### src/rtl/assert_macros.svh
// Assertion macros for the RTL files.
// Clocked checks are compiled out when SYNTHESIS is defined.
`ifndef ASSERT_MACROS_SVH
`define ASSERT_MACROS_SVH
`ifndef SYNTHESIS
// Check prop on every rising edge of clk, skipped while rst_n is low.
`define ASSERT_RST(label, clk, rst_n, prop, msg) \
    label: assert property (@(posedge clk) disable iff (!rst_n) prop) else $error(msg);
// Check prop on every rising edge of clk, reset included.
`define ASSERT_ALW(label, clk, prop, msg) \
    label: assert property (@(posedge clk) prop) else $error(msg);
`else
`define ASSERT_RST(label, clk, rst_n, prop, msg)
`define ASSERT_ALW(label, clk, prop, msg)
`endif
`endif

### src/rtl/lpht_pkg.sv
// ----------------------------------------------------------------------------
// lpht_pkg: shared types and microcode for the linear probe hash table
// Request and response payloads, control word, status and the control store.
// ----------------------------------------------------------------------------
`default_nettype none

package lpht_pkg;

    localparam int KEY_W     = 31;
    localparam int ENTRY_W   = KEY_W + 1;
    localparam int SLOT_W    = 4;
    localparam int KEY_BYTES = 4;
    localparam int UPC_W     = 3;

    localparam logic [1:0] OP_CLEAR  = 2'd0;
    localparam logic [1:0] OP_INSERT = 2'd1;
    localparam logic [1:0] OP_SEARCH = 2'd2;

    // jump types
    localparam logic [1:0] JT_GOTO     = 2'd0;
    localparam logic [1:0] JT_LOOP     = 2'd1;
    localparam logic [1:0] JT_DISPATCH = 2'd2;
    localparam logic [1:0] JT_HOLD     = 2'd3;

    // microcode addresses
    localparam logic [UPC_W-1:0] S_WAIT = 3'd0;
    localparam logic [UPC_W-1:0] S_INIT = 3'd1;
    localparam logic [UPC_W-1:0] S_CLR  = 3'd2;
    localparam logic [UPC_W-1:0] S_MOD  = 3'd3;
    localparam logic [UPC_W-1:0] S_RD   = 3'd4;
    localparam logic [UPC_W-1:0] S_CHK  = 3'd5;
    localparam logic [UPC_W-1:0] S_DONE = 3'd6;

    typedef struct packed {
        logic [1:0]       opcode;
        logic [KEY_W-1:0] key;
    } req_t;

    typedef struct packed {
        logic [SLOT_W-1:0] slot;
        logic              found;
        logic              table_full;
    } rsp_t;

    typedef struct packed {
        logic             accept_en;
        logic             clr_wr;
        logic             mod_step;
        logic             rd_home;
        logic             probe;
        logic             emit;
        logic             lim_tab;
        logic [1:0]       jt;
        logic [UPC_W-1:0] target;
    } ctrl_t;

    typedef struct packed {
        logic loop_exit;
        logic out_busy;
    } stat_t;

    function automatic ctrl_t ucode_rom(input logic [UPC_W-1:0] upc);
        ctrl_t cw;
        cw = '0;
        unique case (upc)
            S_WAIT:
            begin
                cw.accept_en = 1'b1;
                cw.jt        = JT_DISPATCH;
                cw.target    = S_WAIT;
            end
            S_INIT:
            begin
                cw.clr_wr  = 1'b1;
                cw.lim_tab = 1'b1;
                cw.jt      = JT_LOOP;
                cw.target  = S_WAIT;
            end
            S_CLR:
            begin
                cw.clr_wr  = 1'b1;
                cw.lim_tab = 1'b1;
                cw.jt      = JT_LOOP;
                cw.target  = S_DONE;
            end
            S_MOD:
            begin
                cw.mod_step = 1'b1;
                cw.jt       = JT_LOOP;
                cw.target   = S_RD;
            end
            S_RD:
            begin
                cw.rd_home = 1'b1;
                cw.jt      = JT_GOTO;
                cw.target  = S_CHK;
            end
            S_CHK:
            begin
                cw.probe   = 1'b1;
                cw.lim_tab = 1'b1;
                cw.jt      = JT_LOOP;
                cw.target  = S_DONE;
            end
            S_DONE:
            begin
                cw.emit   = 1'b1;
                cw.jt     = JT_HOLD;
                cw.target = S_WAIT;
            end
            default:
            begin
                cw.jt     = JT_GOTO;
                cw.target = S_WAIT;
            end
        endcase
        return cw;
    endfunction

endpackage

`default_nettype wire

### src/rtl/lpht_ram.sv
// ----------------------------------------------------------------------------
// lpht_ram: generic simple dual-port RAM
// One write port, one read port, registered read data.
// ----------------------------------------------------------------------------
`default_nettype none

module lpht_ram #(
    parameter int WIDTH = 32,
    parameter int DEPTH = 13
) (
    input  wire logic                     clk,
    input  wire logic                     wr_en,
    input  wire logic [$clog2(DEPTH)-1:0] wr_addr,
    input  wire logic [WIDTH-1:0]         wr_data,
    input  wire logic [$clog2(DEPTH)-1:0] rd_addr,
    output logic      [WIDTH-1:0]         rd_data
);

    logic [WIDTH-1:0] mem [DEPTH];

    always_ff @(posedge clk)
    begin
        if (wr_en)
        begin
            mem[wr_addr] <= wr_data;
        end
        rd_data <= mem[rd_addr];
    end

endmodule

`default_nettype wire

### src/rtl/lpht_useq.sv
// ----------------------------------------------------------------------------
// lpht_useq: microcode sequencer
// Holds the micro program counter, reads the control store, resolves jumps.
// ----------------------------------------------------------------------------
`default_nettype none

module lpht_useq
    import lpht_pkg::*;
(
    input  wire logic       clk,
    input  wire logic       rst_n,
    input  wire logic       accept,
    input  wire logic [1:0] opcode,
    input  wire stat_t      stat,
    output ctrl_t           ctrl
);

    logic [UPC_W-1:0] upc_reg;
    logic [UPC_W-1:0] upc_next;
    logic [UPC_W-1:0] disp_target;

    assign ctrl = ucode_rom(upc_reg);

    always_comb
    begin
        case (opcode) inside
            OP_CLEAR:             disp_target = S_CLR;
            OP_INSERT, OP_SEARCH: disp_target = S_MOD;
            default:              disp_target = S_DONE;
        endcase
    end

    always_comb
    begin
        unique case (ctrl.jt)
            JT_GOTO:     upc_next = ctrl.target;
            JT_LOOP:     upc_next = stat.loop_exit ? ctrl.target : upc_reg;
            JT_DISPATCH: upc_next = accept ? disp_target : upc_reg;
            JT_HOLD:     upc_next = stat.out_busy ? upc_reg : ctrl.target;
            default:     upc_next = S_WAIT;
        endcase
    end

    // start with the clearing pass
    always_ff @(posedge clk or negedge rst_n)
    begin
        if (!rst_n)
        begin
            upc_reg <= S_INIT;
        end
        else
        begin
            upc_reg <= upc_next;
        end
    end

endmodule

`default_nettype wire

### src/rtl/lpht_dpath.sv
// ----------------------------------------------------------------------------
// lpht_dpath: hash table datapath
// Key registers, home slot reduction, loop counter, probe compare, response.
// ----------------------------------------------------------------------------
`default_nettype none

module lpht_dpath
    import lpht_pkg::*;
#(
    parameter int TABLE_SIZE = 13
) (
    input  wire logic                          clk,
    input  wire logic                          rst_n,
    input  wire ctrl_t                         ctrl,
    input  wire logic                          accept,
    input  wire req_t                          req,
    input  wire logic                          rsp_stall,
    output stat_t                              stat,
    output logic                               rsp_valid,
    output rsp_t                               rsp,
    output logic                               ram_wr_en,
    output logic [$clog2(TABLE_SIZE)-1:0]      ram_wr_addr,
    output logic [ENTRY_W-1:0]                 ram_wr_data,
    output logic [$clog2(TABLE_SIZE)-1:0]      ram_rd_addr,
    input  wire logic [ENTRY_W-1:0]            ram_rd_data
);

    localparam int IW  = $clog2(TABLE_SIZE);
    localparam int CW  = (IW > 2) ? IW : 2;
    localparam int SHW = KEY_BYTES * 8;

    // reduce r*256 + b modulo TABLE_SIZE, one bit per step
    function automatic logic [IW-1:0] mod_byte(input logic [IW-1:0] r_in,
                                               input logic [7:0]    b);
        logic [IW:0]   t;
        logic [IW-1:0] r;
        r = r_in;
        for (int i = 7; i >= 0; i--)
        begin
            t = {r, b[i]};
            if (t >= (IW+1)'(TABLE_SIZE))
            begin
                t = t - (IW+1)'(TABLE_SIZE);
            end
            r = t[IW-1:0];
        end
        return r;
    endfunction

    logic [1:0]       op_reg;
    logic [KEY_W-1:0] key_reg;
    logic [SHW-1:0]   sh_reg;
    logic [IW-1:0]    rem_reg;
    logic [IW-1:0]    addr_reg;
    logic [IW-1:0]    addr_next;
    logic [CW-1:0]    cnt_reg;
    logic [IW-1:0]    res_slot_reg;
    logic             res_found_reg;
    logic             res_full_reg;
    logic             rsp_valid_reg;
    rsp_t             rsp_reg;

    logic cnt_last;
    logic hit;
    logic rd_used;
    logic is_insert;
    logic load_rsp;

    assign is_insert = (op_reg == OP_INSERT);
    assign rd_used   = ram_rd_data[KEY_W];
    assign hit       = is_insert ? !rd_used
                                 : (rd_used && (ram_rd_data[KEY_W-1:0] == key_reg));
    assign cnt_last  = ctrl.lim_tab ? (cnt_reg == CW'(TABLE_SIZE - 1))
                                    : (cnt_reg == CW'(KEY_BYTES - 1));
    assign addr_next = (addr_reg == IW'(TABLE_SIZE - 1)) ? '0 : addr_reg + 1'b1;

    assign stat.loop_exit = cnt_last || (ctrl.probe && hit);
    assign stat.out_busy  = rsp_valid_reg && rsp_stall;
    assign load_rsp       = ctrl.emit && !stat.out_busy;

    // read home slot first, then run one slot ahead of the compare
    assign ram_rd_addr = ctrl.rd_home ? rem_reg : addr_next;
    assign ram_wr_en   = ctrl.clr_wr || (ctrl.probe && is_insert && hit);
    assign ram_wr_addr = ctrl.clr_wr ? cnt_reg[IW-1:0] : addr_reg;
    assign ram_wr_data = {!ctrl.clr_wr, key_reg};

    always_ff @(posedge clk)
    begin
        if (accept)
        begin
            op_reg        <= req.opcode;
            key_reg       <= req.key;
            sh_reg        <= SHW'(req.key);
            rem_reg       <= '0;
            res_slot_reg  <= '0;
            res_found_reg <= 1'b0;
            res_full_reg  <= 1'b0;
        end
        if (ctrl.mod_step)
        begin
            rem_reg <= mod_byte(rem_reg, sh_reg[SHW-1 -: 8]);
            sh_reg  <= sh_reg << 8;
        end
        if (ctrl.rd_home)
        begin
            addr_reg <= rem_reg;
        end
        if (ctrl.probe)
        begin
            addr_reg <= addr_next;
            if (hit)
            begin
                res_slot_reg  <= addr_reg;
                res_found_reg <= 1'b1;
            end
            else if (cnt_last)
            begin
                res_full_reg <= is_insert;
            end
        end
        if (load_rsp)
        begin
            rsp_reg.slot       <= SLOT_W'(res_slot_reg);
            rsp_reg.found      <= res_found_reg;
            rsp_reg.table_full <= res_full_reg;
        end
    end

    always_ff @(posedge clk or negedge rst_n)
    begin
        if (!rst_n)
        begin
            cnt_reg       <= '0;
            rsp_valid_reg <= 1'b0;
        end
        else
        begin
            if (ctrl.clr_wr || ctrl.mod_step || ctrl.probe)
            begin
                // drop back to zero on loop exit
                cnt_reg <= stat.loop_exit ? '0 : cnt_reg + 1'b1;
            end
            if (load_rsp)
            begin
                rsp_valid_reg <= 1'b1;
            end
            else if (!rsp_stall)
            begin
                rsp_valid_reg <= 1'b0;
            end
        end
    end

    assign rsp_valid = rsp_valid_reg;
    assign rsp       = rsp_reg;

endmodule

`default_nettype wire

### src/rtl/linear_probe_hash_table.sv
// ----------------------------------------------------------------------------
// linear_probe_hash_table: open-addressing hash table with linear probing
// Clear, insert and search requests run under a microcoded sequencer.
//
//   channel | signals                        | payload
//   --------+--------------------------------+--------------------------------
//   request | req_valid, req_stall, req_data | opcode, key
//   response| rsp_valid, rsp_stall, rsp_data | slot, found, table_full
//
// Insert and search probe k slots, k = 1 .. TABLE_SIZE, after a home slot
// reduction that takes one step per key byte; each probe is one RAM read.
// Clear writes one slot per cycle; opcode 3 goes straight to the response.
// After reset a clearing pass over all TABLE_SIZE slots runs before the
// first request is taken. A stalled response holds in the output
// register; the next request is taken meanwhile and waits at its last step.
// ----------------------------------------------------------------------------
`default_nettype none
`include "assert_macros.svh"

module linear_probe_hash_table
    import lpht_pkg::*;
#(
    parameter int TABLE_SIZE = 13
) (
    input  wire logic clk,
    input  wire logic rst_n,
    input  wire logic req_valid,
    output logic      req_stall,
    input  wire req_t req_data,
    output logic      rsp_valid,
    input  wire logic rsp_stall,
    output rsp_t      rsp_data
);

    localparam int IW = $clog2(TABLE_SIZE);

    ctrl_t              ctrl;
    stat_t              stat;
    logic               accept;
    logic               ram_wr_en;
    logic [IW-1:0]      ram_wr_addr;
    logic [ENTRY_W-1:0] ram_wr_data;
    logic [IW-1:0]      ram_rd_addr;
    logic [ENTRY_W-1:0] ram_rd_data;

    assign req_stall = !ctrl.accept_en;
    assign accept    = req_valid && ctrl.accept_en;

    lpht_useq u_useq (
        .clk    (clk),
        .rst_n  (rst_n),
        .accept (accept),
        .opcode (req_data.opcode),
        .stat   (stat),
        .ctrl   (ctrl)
    );

    lpht_dpath #(
        .TABLE_SIZE (TABLE_SIZE)
    ) u_dpath (
        .clk         (clk),
        .rst_n       (rst_n),
        .ctrl        (ctrl),
        .accept      (accept),
        .req         (req_data),
        .rsp_stall   (rsp_stall),
        .stat        (stat),
        .rsp_valid   (rsp_valid),
        .rsp         (rsp_data),
        .ram_wr_en   (ram_wr_en),
        .ram_wr_addr (ram_wr_addr),
        .ram_wr_data (ram_wr_data),
        .ram_rd_addr (ram_rd_addr),
        .ram_rd_data (ram_rd_data)
    );

    lpht_ram #(
        .WIDTH (ENTRY_W),
        .DEPTH (TABLE_SIZE)
    ) u_ram (
        .clk     (clk),
        .wr_en   (ram_wr_en),
        .wr_addr (ram_wr_addr),
        .wr_data (ram_wr_data),
        .rd_addr (ram_rd_addr),
        .rd_data (ram_rd_data)
    );

    `ASSERT_RST(a_one_in_flight, clk, rst_n, accept |=> !accept, "request taken while busy")
    `ASSERT_RST(a_found_not_full, clk, rst_n, rsp_valid && rsp_data.found |-> !rsp_data.table_full, "found and full together")
    `ASSERT_RST(a_miss_slot_zero, clk, rst_n, rsp_valid && !rsp_data.found |-> rsp_data.slot == '0, "miss with nonzero slot")

endmodule

`default_nettype wire
### config.mk
export PLATFORM = sky130hd
export DESIGN_NAME = linear_probe_hash_table
export DESIGN_NICKNAME = d
export VERILOG_FILES = /design/src/rtl/lpht_pkg.sv /design/src/rtl/lpht_ram.sv /design/src/rtl/lpht_useq.sv /design/src/rtl/lpht_dpath.sv /design/src/rtl/linear_probe_hash_table.sv
export VERILOG_INCLUDE_DIRS = /design/src /design/src/rtl
export SDC_FILE = /design/constraint.sdc
export NUM_CORES = 1
export LEC_CHECK = 0
export BUFFER_PORTS_ARGS = -buffer_cell sky130_fd_sc_hd__buf_2
export CAP_MARGIN = 30
export CORE_ASPECT_RATIO = 1.75
export CORE_MARGIN = 2
export CORE_UTILIZATION = 56
export DETAILED_ROUTE_END_ITERATION = 8
export GPL_TIMING_DRIVEN = 0
export PLACE_DENSITY = 0.86
export SETUP_SLACK_MARGIN = 0.02
export SLEW_MARGIN = 25
export SYNTH_ARGS = -nofsm -noshare
export SYNTH_HDL_FRONTEND = slang
export SYNTH_SLANG_ARGS = --single-unit
export TNS_END_PERCENT = 100
### constraint.sdc
create_clock -name clk -period 4.8 [get_ports clk]
set_input_delay 0.96 -clock clk [delete_from_list [all_inputs] [get_ports clk]]
set_output_delay 0.96 -clock clk [all_outputs]
set_load 0.02 [all_outputs]
* Word-level counts from Yosys, hierarchy flattened *
Memory sizes are Yosys's and may differ from the RTL's. A register that Yosys moved wholly into a read port is not among the register bits.
Cells that the tools add are included.

cells by class
  reductions and logical operators = 25
  mux-type cells = 55
  eq/ne operators = 20
  add/sub/neg operators = 10
  magnitude comparators = 8

operators by type and width
  cell                                                               number
  two-way mux 4 bit                                                  26
  two-way mux 32 bit                                                 2
  greater-or-equal comparator 5 x 4 -> 1 bit, second input constant  8
  subtractor 4 bit, second input constant                            8
  == test 31 bit                                                     1
  one-hot mux 5 bit (6 select lines)                                 1
  two-way mux 1 bit                                                  20
  two-way mux 3 bit                                                  5
  one-hot mux 3 bit (4 select lines)                                 1
  == test 3 bit, second input constant                               3
  adder 4 x 1 -> 4 bit, second input constant                        2
  == test 4 bit, second input constant                               2
  logical AND 1 bit                                                  7
  == test 2 x 1 -> 1 bit, second input constant                      3
  == test 2 bit, second input constant                               3
  == test 3 x 2 -> 1 bit, second input constant                      2
  != test 2 x 1 -> 1 bit, second input constant                      3
  OR reduction 2 bit                                                 3
  == test 4 x 2 -> 1 bit, second input constant                      1
  zero test 1 bit                                                    4
  zero test 2 bit                                                    2
  logical OR 1 bit                                                   4
  nonzero test 2 bit                                                 2
  == test 3 x 1 -> 1 bit, second input constant                      1
  other kinds (4)                                                    4

storage, ports and cells
  RAM bits = 416
  word-level logic and storage cells = 134
  output and inout port bits = 8
  flip-flop bits (word level) = 93
  memories = 1
  bits of input ports = 37

memory list
  name       depth  width  read ports  clocked after Yosys merged registers in  write ports  RTL line        source
  u_ram.mem  13     32     1           1                                        1            lpht_ram.sv:19  logic [WIDTH-1:0] mem [DEPTH];

* Logic depth before layout (Yosys ltp) *
Gate-level depths: netlist of the first run.

  depth in word-level cells = 24
  gate-level depth with buffers = 22
  gate-level depth less buffers = 18

* Hierarchy *
A second synthesis of the first run with hierarchy kept.

unflattened totals
  cells, all modules = 1,286
  area total of the unflattened synthesis = 22,302.6 sq um

modules (own cells, without submodules)
  module                   times used  seq. area each (sq um)  area each (sq um)  cells an instance
  lpht_ram                 1           13,132.6                16,465.8           701
  lpht_dpath               1           2,537.4                 5,519.0            544
  lpht_useq                1           76.3                    307.8              39
  linear_probe_hash_table  1           0.0                     10.0               2

* Worst setup path before layout of the first run *
OpenSTA, ideal clock, no wires.

  kind = register to register
  start = register u_dpath.sh_reg[31]
  end = register u_dpath.rem_reg[0] (data pin)
  data required time = 4.665 ns
  setup time = 0.135 ns
  cell stages (with the launch flop) = 21
  buffers on the path = 2
  setup slack = -0.202 ns
  period minus slack after synthesis = 5.002 ns
  arrival time = 4.868 ns
  cell sequence = edfxtp_1 inv_1 ha_1 nand2b_1 a21o_1 a211oi_2 nor4_2 o31ai_2 a21boi_2 nor4_2 buf_6 mux2i_1 o21ai_1 a211oi_4 a31oi_4 a211o_1 a221o_1 and3_4 buf_6 or3_1 nand3_1

between the ends
  word-level cells in the longest chain between the ends = 24
  elaborated cells on any way between the ends = 31
  those cells by class = 7 x add/sub; 8 x order compare; 16 x mux

RTL lines
  element                                                                         RTL line                            source
  from (decl)                                                                     lpht_dpath.sv:52                    logic [SHW-1:0] sh_reg;
  from (signal assigned)                                                          lpht_dpath.sv:93                    sh_reg <= SHW'(req.key);
  from (signal assigned)                                                          lpht_dpath.sv:102                   sh_reg <= sh_reg << 8;
  subtractor 4 bit or greater-or-equal comparator 5 x 4 -> 1 bit (tied branches)  lpht_dpath.sv:43, lpht_dpath.sv:41
  two-way mux 4 bit *                                                             lpht_dpath.sv:41                    if (t >= (IW+1)'(TABLE_SIZE))
  two-way mux 4 bit *                                                             lpht_dpath.sv:99                    if (ctrl.mod_step)
  subtractor 4 bit or greater-or-equal comparator 5 x 4 -> 1 bit (tied branches)  lpht_dpath.sv:43, lpht_dpath.sv:41
  two-way mux 4 bit *                                                             lpht_dpath.sv:41
  two-way mux 4 bit *                                                             lpht_dpath.sv:99
  subtractor 4 bit or greater-or-equal comparator 5 x 4 -> 1 bit (tied branches)  lpht_dpath.sv:43, lpht_dpath.sv:41
  two-way mux 4 bit *                                                             lpht_dpath.sv:41
  [8 not listed]                                                                  -
  two-way mux 4 bit *                                                             lpht_dpath.sv:41
  two-way mux 4 bit *                                                             lpht_dpath.sv:99
  subtractor 4 bit or greater-or-equal comparator 5 x 4 -> 1 bit (tied branches)  lpht_dpath.sv:43, lpht_dpath.sv:41
  two-way mux 4 bit *                                                             lpht_dpath.sv:41
  two-way mux 4 bit *                                                             lpht_dpath.sv:99
  greater-or-equal comparator 5 x 4 -> 1 bit *                                    lpht_dpath.sv:41
  two-way mux 4 bit *                                                             lpht_dpath.sv:41
  two-way mux 4 bit *                                                             lpht_dpath.sv:99
  to (signal assigned)                                                            lpht_dpath.sv:101                   rem_reg <= mod_byte(rem_reg, sh_reg[SHW-1 -: 8]);
  to (decl)                                                                       lpht_dpath.sv:53                    logic [IW-1:0] rem_reg;

Mark *: on every way between the ends. The rest lies on a longest branch, timed or not. The select of a mux whose other input is x is not followed.
A chain may end at the register's enable or synchronous reset.

* Worst setup path in the final report of the first run *
  start = register u_dpath.sh_reg[31]
  end = register u_dpath.rem_reg[2] (data pin)

between the ends
  word-level cells in the longest chain between the ends = 24
  elaborated cells on any way between the ends = 32
  those cells by class = 8 x add/sub; 8 x order compare; 16 x mux

RTL lines
  element                                                                         RTL line
  subtractor 4 bit or greater-or-equal comparator 5 x 4 -> 1 bit (tied branches)  lpht_dpath.sv:43, lpht_dpath.sv:41
  two-way mux 4 bit *                                                             lpht_dpath.sv:41
  two-way mux 4 bit *                                                             lpht_dpath.sv:99
  subtractor 4 bit or greater-or-equal comparator 5 x 4 -> 1 bit (tied branches)  lpht_dpath.sv:43, lpht_dpath.sv:41
  two-way mux 4 bit *                                                             lpht_dpath.sv:41
  two-way mux 4 bit *                                                             lpht_dpath.sv:99
  subtractor 4 bit or greater-or-equal comparator 5 x 4 -> 1 bit (tied branches)  lpht_dpath.sv:43, lpht_dpath.sv:41
  two-way mux 4 bit *                                                             lpht_dpath.sv:41
  [8 not listed]                                                                  -
  two-way mux 4 bit *                                                             lpht_dpath.sv:41
  two-way mux 4 bit *                                                             lpht_dpath.sv:99
  greater-or-equal comparator 5 x 4 -> 1 bit or subtractor 4 bit (tied branches)  lpht_dpath.sv:41, lpht_dpath.sv:43
  two-way mux 4 bit *                                                             lpht_dpath.sv:41
  two-way mux 4 bit *                                                             lpht_dpath.sv:99
  subtractor 4 bit or greater-or-equal comparator 5 x 4 -> 1 bit (tied branches)  lpht_dpath.sv:43, lpht_dpath.sv:41
  two-way mux 4 bit *                                                             lpht_dpath.sv:41
  two-way mux 4 bit *                                                             lpht_dpath.sv:99

Marked as above.

==> impl_metrics.env, run 1 <==
export IMPL_met2_length_um=33890
export IMPL_setup_ws_ns=-0.4556
export IMPL_overflow=0
export IMPL_die_h_um=270.3
export IMPL_worst_r2r_cell_count=21
export IMPL_synth_mux_area_fraction_pct=10.34
export IMPL_antenna_found_initial=3
export IMPL_highest_layer="met5"
export IMPL_port_buffers=44
export IMPL_worstPathMaxFanout=5
export IMPL_ff_latch_area_um2=15750
export IMPL_dr_total_vias=14816
export IMPL_arrival_ns=5.63
export IMPL_crit_end="u_dpath.rem_reg[2]$_SDFFCE_PN0P_"
export IMPL_yosys_area_top_type_share_pct=64.44
export IMPL_clock_skew_ns=0.04011
export IMPL_drc_errors=0
export IMPL_fin_util_pct=67.63
export IMPL_critical_path_depth=21
export IMPL_synth_cell_types=103
export IMPL_rsz0062_at_grt="true"
export IMPL_hold_viol=0
export IMPL_dr_first_iter_drc_count=1914
export IMPL_synthTopCellsByArea="edfxtp_1 64%, mux4_2 9.5%, dfxtp_1 4.1%"
export IMPL_syn_cell_area_um2=22700
export IMPL_clockBufferDepth=3
export IMPL_cp_slowest_cell="edfxtp_1"
export IMPL_synth_compound_area_share_pct=9.879
export IMPL_cts_clk_slew_worst_paths_ns=0.07
export IMPL_grt_pass1_vias=15192
export IMPL_slew_headroom_pct=30.90
export IMPL_grt_pass1_wl_um=92400
export IMPL_fin_crit_sh_pct=109.5
export IMPL_clock_latency_ns=0.59
export IMPL_crit_family="compound AO/OA/AOI/OAI gates"
export IMPL_row_count=97
export IMPL_pre_cts_slack_ns=-0.9413
export IMPL_ys_async_sr_fraction_pct=1.479
export IMPL_dr_wl_met3_um=4660
export IMPL_hold_class="in -> async"
export IMPL_crit_buf_inv=5
export IMPL_worstReg2RegStart="u_dpath.sh_reg[31]$_DFFE_PP_"
export IMPL_r2r_end="u_dpath.rem_reg[2]$_SDFFCE_PN0P_"
export IMPL_crit_chain="inv_2 -> ha_4 -> and4b_2 -> a211oi_4 -> buf_4 -> buf_4 -> a21oi_2 -> o211ai_1 -> o21ai_0 -> a211o_1 -> buf_6 -> o22a_4 -> a211oi_4 -> o31a_1 -> buf_6 -> nor4_4 -> a41oi_2 -> o211ai_1 -> nor2_2 -> a22oi_2 -> a311oi_2"
export IMPL_synth_ff_type="edfxtp_1"
export IMPL_gp_congestion=0.9482
export IMPL_synth_seq_area_share_pct=69.38
export IMPL_largest_reg_flops=416
export IMPL_slew_viol_final=0
export IMPL_rrSetupSlack_ns=-0.46
export IMPL_root_buffer="clkbuf_16"
export IMPL_dieArea_um2=42220
export IMPL_initial_core_util_pct=56.67
export IMPL_synth_edf_count=487
export IMPL_crit_type="reg -> reg"
export IMPL_max_cap_viol_count=0
export IMPL_synth_xor_area_share_pct=1.351
export IMPL_wl_per_cell_um=29.78
export IMPL_synthToLayoutAreaGrowth_pct=19.35
export IMPL_worstPathRequired_ns=5.17
export IMPL_drt_total_wl_um=62950
export IMPL_avgSynthCellArea_um2=16.22
export IMPL_drive_gt1_share_pct=29.07
export IMPL_fmax_mhz=190.3
export IMPL_cts_tree="yes"
export IMPL_yosys_top_cells_count="487 x edfxtp_1, 116 x nand2_1, 96 x mux4_2"
export IMPL_io_pins=45
export IMPL_finalCriticalPeriod_ns=5.256
export IMPL_core_area_um2=40050
export IMPL_place_area_um2=24280
export IMPL_met1_length_um=19510
export IMPL_max_slew_worst_pin_slew_ns=1.027
export IMPL_status="finished with violations"
export IMPL_yosys_warnings=0
export IMPL_synth_most_common_cell="edfxtp_1"
export IMPL_htreeDepth=2
export IMPL_viasPerCell=7.009
export IMPL_max_stage_delay_ns=0.51
export IMPL_setup_viol=4
export IMPL_violations="negative setup slack"
export IMPL_holdWs_ns=0.2314
export IMPL_synth_fa_ha_area_share_pct=0.3308
export IMPL_dr_pass1_iters=8
export IMPL_cts_sinks=541
export IMPL_post_dp_hpwl_um=38610
export IMPL_grt_usage_pct=29.64
export IMPL_final_area_um2=27090
export IMPL_antenna_left=0
export IMPL_synth_top_family_by_area="multiplexers"
export IMPL_die_w_um=156.2
export IMPL_fillers=2339
export IMPL_ys_ff_latch=541
export IMPL_grt_start_max_net_pins=24
export IMPL_start_kind="flip-flop"
export IMPL_cts_made_buffers=42
export IMPL_multi_input_area_um2=7398
export IMPL_syn_num_nets=1442
export IMPL_critPathLaunch="u_dpath.sh_reg[31]$_DFFE_PP_"
export IMPL_endpoint_kind="flip-flop"
export IMPL_yosys_area_share_simple_pct=6.737
export IMPL_syn_inst=1399
export IMPL_synth_largest_area_cell="edfxtp_1"
export IMPL_num_nets_final=1626
==> logic make-up after synthesis <==
logic type      after synthesis
xor+xnor                     35
simple gates                307
buf+inv                     100
flops                       541
fa+ha+maj                     6
mux                         113
compound gates              297
==> metrics by stage <==
stage	setup TNS, ns	instances
2_1_floorplan	-0.1024	1399
3_3_place_gp	-92.71	1938
3_5_place_dp	-5.400	1960
4_1_cts	-0.7425	2092
5_1_grt	-2.118	2112
6_report	-1.624	2114
==> metal layers <==
metal	up-vias	track usage [%]
li1	6002	-
met1	7340	31.99
met2	1137	53.11
met3	335	4.156
met4	2	20.40
met5	-	0
==> worst reg2reg max path: stages (launching register included) <==
cell and delay (ns):
edfxtp_1 0.51, inv_2 0.10, ha_4 0.29, and4b_2 0.28, a211oi_4 0.32, buf_4 0.17
buf_4 0.11, a21oi_2 0.11, o211ai_1 0.31, o21ai_0 0.19, a211o_1 0.37, buf_6 0.13
o22a_4 0.25, a211oi_4 0.36, o31a_1 0.26, buf_6 0.16, nor4_4 0.04, a41oi_2 0.20
o211ai_1 0.22, nor2_2 0.27, a22oi_2 0.11, a311oi_2 0.29
==> layout make-up <==
class / count / area share, %
Multi-Input combinational cell: 758 / 27.31
Timing Repair Buffer: 142 / 5.335
Tap cell: 495 / 2.286
Buffer: 77 / 1.580
Clock buffer: 71 / 4.730
Clock inverter: 7 / 0.2956
Sequential cell: 541 / 58.13
Antenna cell: 2 / 0.01848
Inverter: 21 / 0.3095
==> placed cells by master (no fill, tap or decap), types with 6 or more instances in the layout <==
cell         n
and2_1      34
clkbuf_1    65
buf_12      10
o21ai_0     23
nor2_1      32
dfrtp_1      7
a22o_1      25
clkbuf_8    12
inv_1       17
buf_6       16
xnor2_1     31
a21oi_1     21
buf_4       60
a31oi_1     40
a21oi_2      7
nor3_1      17
o21ai_1      8
clkbuf_16   44
mux4_2      96
a211oi_1    39
nand2_1    115
nand3_1     18
buf_2       50
buf_16      15
edfxtp_1   487
mux2_2       7
o211ai_1    14
dfxtp_1     46
buf_1        6
nor2_4      17
o21a_1       6
nand4_1     12
==> how the worst min path moves through the flow <==
stage / startpoint / endpoint / slack (ns) / cells past startpoint
floorplan: u_dpath.res_full_reg$_DFF_P_ / u_dpath.rsp[0]$_DFFE_PP_ / 0.41 / 0
global placement: u_dpath.res_slot_reg[0]$_DFF_P_ / u_dpath.rsp[2]$_DFFE_PP_ / 0.42 / 0
CTS: rst_n / u_dpath.cnt_reg[3]$_DFFE_PN0P_ / 0.22 / 1
global route: rst_n / u_dpath.cnt_reg[0]$_DFFE_PN0P_ / 0.24 / 1
finish: rst_n / u_dpath.cnt_reg[1]$_DFFE_PN0P_ / 0.23 / 1
detailed placement: u_dpath.res_found_reg$_DFF_P_ / u_dpath.rsp[1]$_DFFE_PP_ / 0.42 / 0
==> repair_timing <==
item,in CTS,in global routing
resized for setup,132,25
buffers inserted,54,13
gates cloned,2,0
pin swaps,64,27
endpoints found under the setup margin,29,13
hold buffers,0,0
Power of run 1 is not shown: default switching activity piles up to over one toggle a cycle in this logic, so the estimate is an artifact.
==> inputs of run 2 (changes only) <==
- CORE_UTILIZATION: 56 -> 45
- PLACE_DENSITY: 0.86 -> 0.74
==> run 2 against run 1 <==
Fmax grew 2.6%. Final area grew 0.43%. Critical endpoint unchanged. Sequential share of layout area shrank 0.25 points. Non-clock buffer count shrank 12. Highest routed layer unchanged. Die area grew 24%. The flow still finishes with violations (negative setup slack).
==> impl_metrics.env, run 2 (same netlist as run 1, synthesis figures left out) <==
export IMPL_status="finished with violations"
export IMPL_violations="negative setup slack"
export IMPL_io_pins=45
export IMPL_ir_drop_mv=1.543
export IMPL_wl_per_cell_um=25.89
export IMPL_clockBufferDepth=3
export IMPL_clock_skew_ns=0.02427
export IMPL_arrival_ns=5.50
export IMPL_grt_usage_pct=22.38
export IMPL_die_w_um=173.8
export IMPL_dr_pass1_iters=5
export IMPL_max_slew_worst_pin_slew_ns=1.034
export IMPL_worstPathRequired_ns=5.18
export IMPL_pre_cts_slack_ns=-1.043
export IMPL_antenna_found_initial=1
export IMPL_fin_crit_sh_pct=106.7
export IMPL_num_nets_final=1615
export IMPL_slew_viol_final=0
export IMPL_hold_viol=0
export IMPL_slew_headroom_pct=30.76
export IMPL_drt_total_wl_um=58700
export IMPL_port_buffers=44
export IMPL_start_kind="flip-flop"
export IMPL_cts_clk_slew_worst_paths_ns=0.07
export IMPL_row_count=108
export IMPL_htreeDepth=2
export IMPL_grt_pass1_wl_um=87700
export IMPL_cts_tree="yes"
export IMPL_finalCriticalPeriod_ns=5.123
export IMPL_antenna_left=0
export IMPL_cts_made_buffers=43
export IMPL_dieArea_um2=52320
export IMPL_endpoint_kind="flip-flop"
export IMPL_grt_pass1_vias=14341
export IMPL_core_area_um2=49730
export IMPL_root_buffer="clkbuf_16"
export IMPL_grt_start_max_net_pins=24
export IMPL_crit_type="reg -> reg"
export IMPL_fillers=3859
export IMPL_fmax_mhz=195.2
export IMPL_drc_errors=0
export IMPL_setup_viol=4
export IMPL_synthToLayoutAreaGrowth_pct=19.87
export IMPL_worstPathMaxFanout=10
export IMPL_rsz0062_at_grt="true"
export IMPL_final_cell_mix="487 x edfxtp_1, 115 x nand2_1, 96 x mux4_2"
export IMPL_hold_class="in -> async"
export IMPL_power_total_mw=21.55
export IMPL_clock_latency_ns=0.57
export IMPL_overflow=0
export IMPL_p_per_area_nw_per_um2=792.2
export IMPL_leakage_nw=8.728
export IMPL_layout_commonest_cell="edfxtp_1"
export IMPL_max_cap_viol_count=0
export IMPL_post_dp_hpwl_um=40500
export IMPL_n_antenna_cell=0
export IMPL_setup_ws_ns=-0.3230
export IMPL_viasPerCell=6.091
export IMPL_largest_reg_flops=416
export IMPL_die_h_um=301.1
export IMPL_drive_gt1_share_pct=28.00
export IMPL_gp_congestion=0.9234
export IMPL_dr_first_iter_drc_count=1174
export IMPL_initial_core_util_pct=45.64
export IMPL_dr_total_vias=13809
export IMPL_cts_sinks=541
[run 2: what timing repair did]
item | 4_1_cts | 5_1_grt
hold buffers | 0 | 0
buffers inserted | 38 | 15
endpoints found under the setup margin | 11 | 16
gates cloned | 0 | 0
pin swaps | 43 | 29
resized for setup | 106 | 34
[run 2: layout make-up]
class	count	area (um2)	area share [%]
timing repair buffer	129	1441	5.298
sequential	541	15750	57.88
clock buffer	56	1135	4.171
buffer	78	422.9	1.555
inverter	21	81.33	0.2989
clock inverter	24	264.0	0.9704
multi-input combinational	758	7288	26.79
tap	660	825.8	3.035
[run 2: critical path, stage by stage, from the launching register on]
cell       delay (ns)
edfxtp_1         0.49
buf_4            0.19
or3_4            0.40
a211o_4          0.38
nor2_4           0.18
a211oi_4         0.11
o31ai_4          0.34
buf_6            0.16
a21oi_1          0.10
a211o_1          0.33
or4_4            0.52
a21oi_2          0.23
o21a_2           0.21
nor3_4           0.07
buf_4            0.19
nand3_1          0.13
o21ai_0          0.12
a2111oi_2        0.37
o21ai_1          0.12
a311oi_2         0.29
[run 2: final timing paths]
kind,start,end,slack (ns),depth (start not counted)
worst max-delay path,u_dpath.sh_reg[31]$_DFFE_PP_,u_dpath.rem_reg[2]$_SDFFCE_PN0P_,-0.32,19
worst min-delay path,rst_n,u_dpath.cnt_reg[1]$_DFFE_PN0P_,0.24,1
worst max register to register,u_dpath.sh_reg[31]$_DFFE_PP_,u_dpath.rem_reg[2]$_SDFFCE_PN0P_,-0.32,19
worst min register to register,u_dpath.res_slot_reg[1]$_DFF_P_,u_dpath.rsp[3]$_DFFE_PP_,0.43,0
max in group asynchronous,rst_n,u_useq.upc_reg[0]$_DFFE_PN1P_,4.30,1
min in group clk,u_dpath.res_slot_reg[1]$_DFF_P_,u_dpath.rsp[3]$_DFFE_PP_,0.43,0
[run 2: metal layers]
| layer | vias up | global-route usage (%) | part of all wire (%) |
|---|---|---|---|
| met1 | 7096 | 23.88 | 34 |
| met2 | 554 | 43.32 | 56 |
| li1 | 5976 | - | - |
| met3 | 181 | 2.156 | 4.1 |
| met4 | 2 | 11.70 | 5.6 |
| met5 | - | 0 | 0.019 |
[run 2: metrics by stage]
stage | hold WS (ns) | setup TNS (ns) | utilization [%] | cells | area (um2)
after floorplan | 0.4079 | -0.1024 | - | 1399 | 22790
after global placement | 0.4150 | -204.15 | 47.93 | 2103 | 23830
after detailed placement | 0.4189 | -3.779 | 49.66 | 2134 | 24700
after CTS | 0.2325 | -0.7231 | 54.12 | 2251 | 26910
after global routing | 0.2438 | -1.851 | 54.71 | 2267 | 27200
final | 0.2443 | -1.099 | 54.71 | 2267 | 27200
[run 2: power by group]
group	internal (mW)	switching, mW
clock network	1.91	1.62
registers	5.82	0.358
logic	5.13	6.72
total	12.9	8.69
No activity file was read; power rests on OpenSTA's default activity.
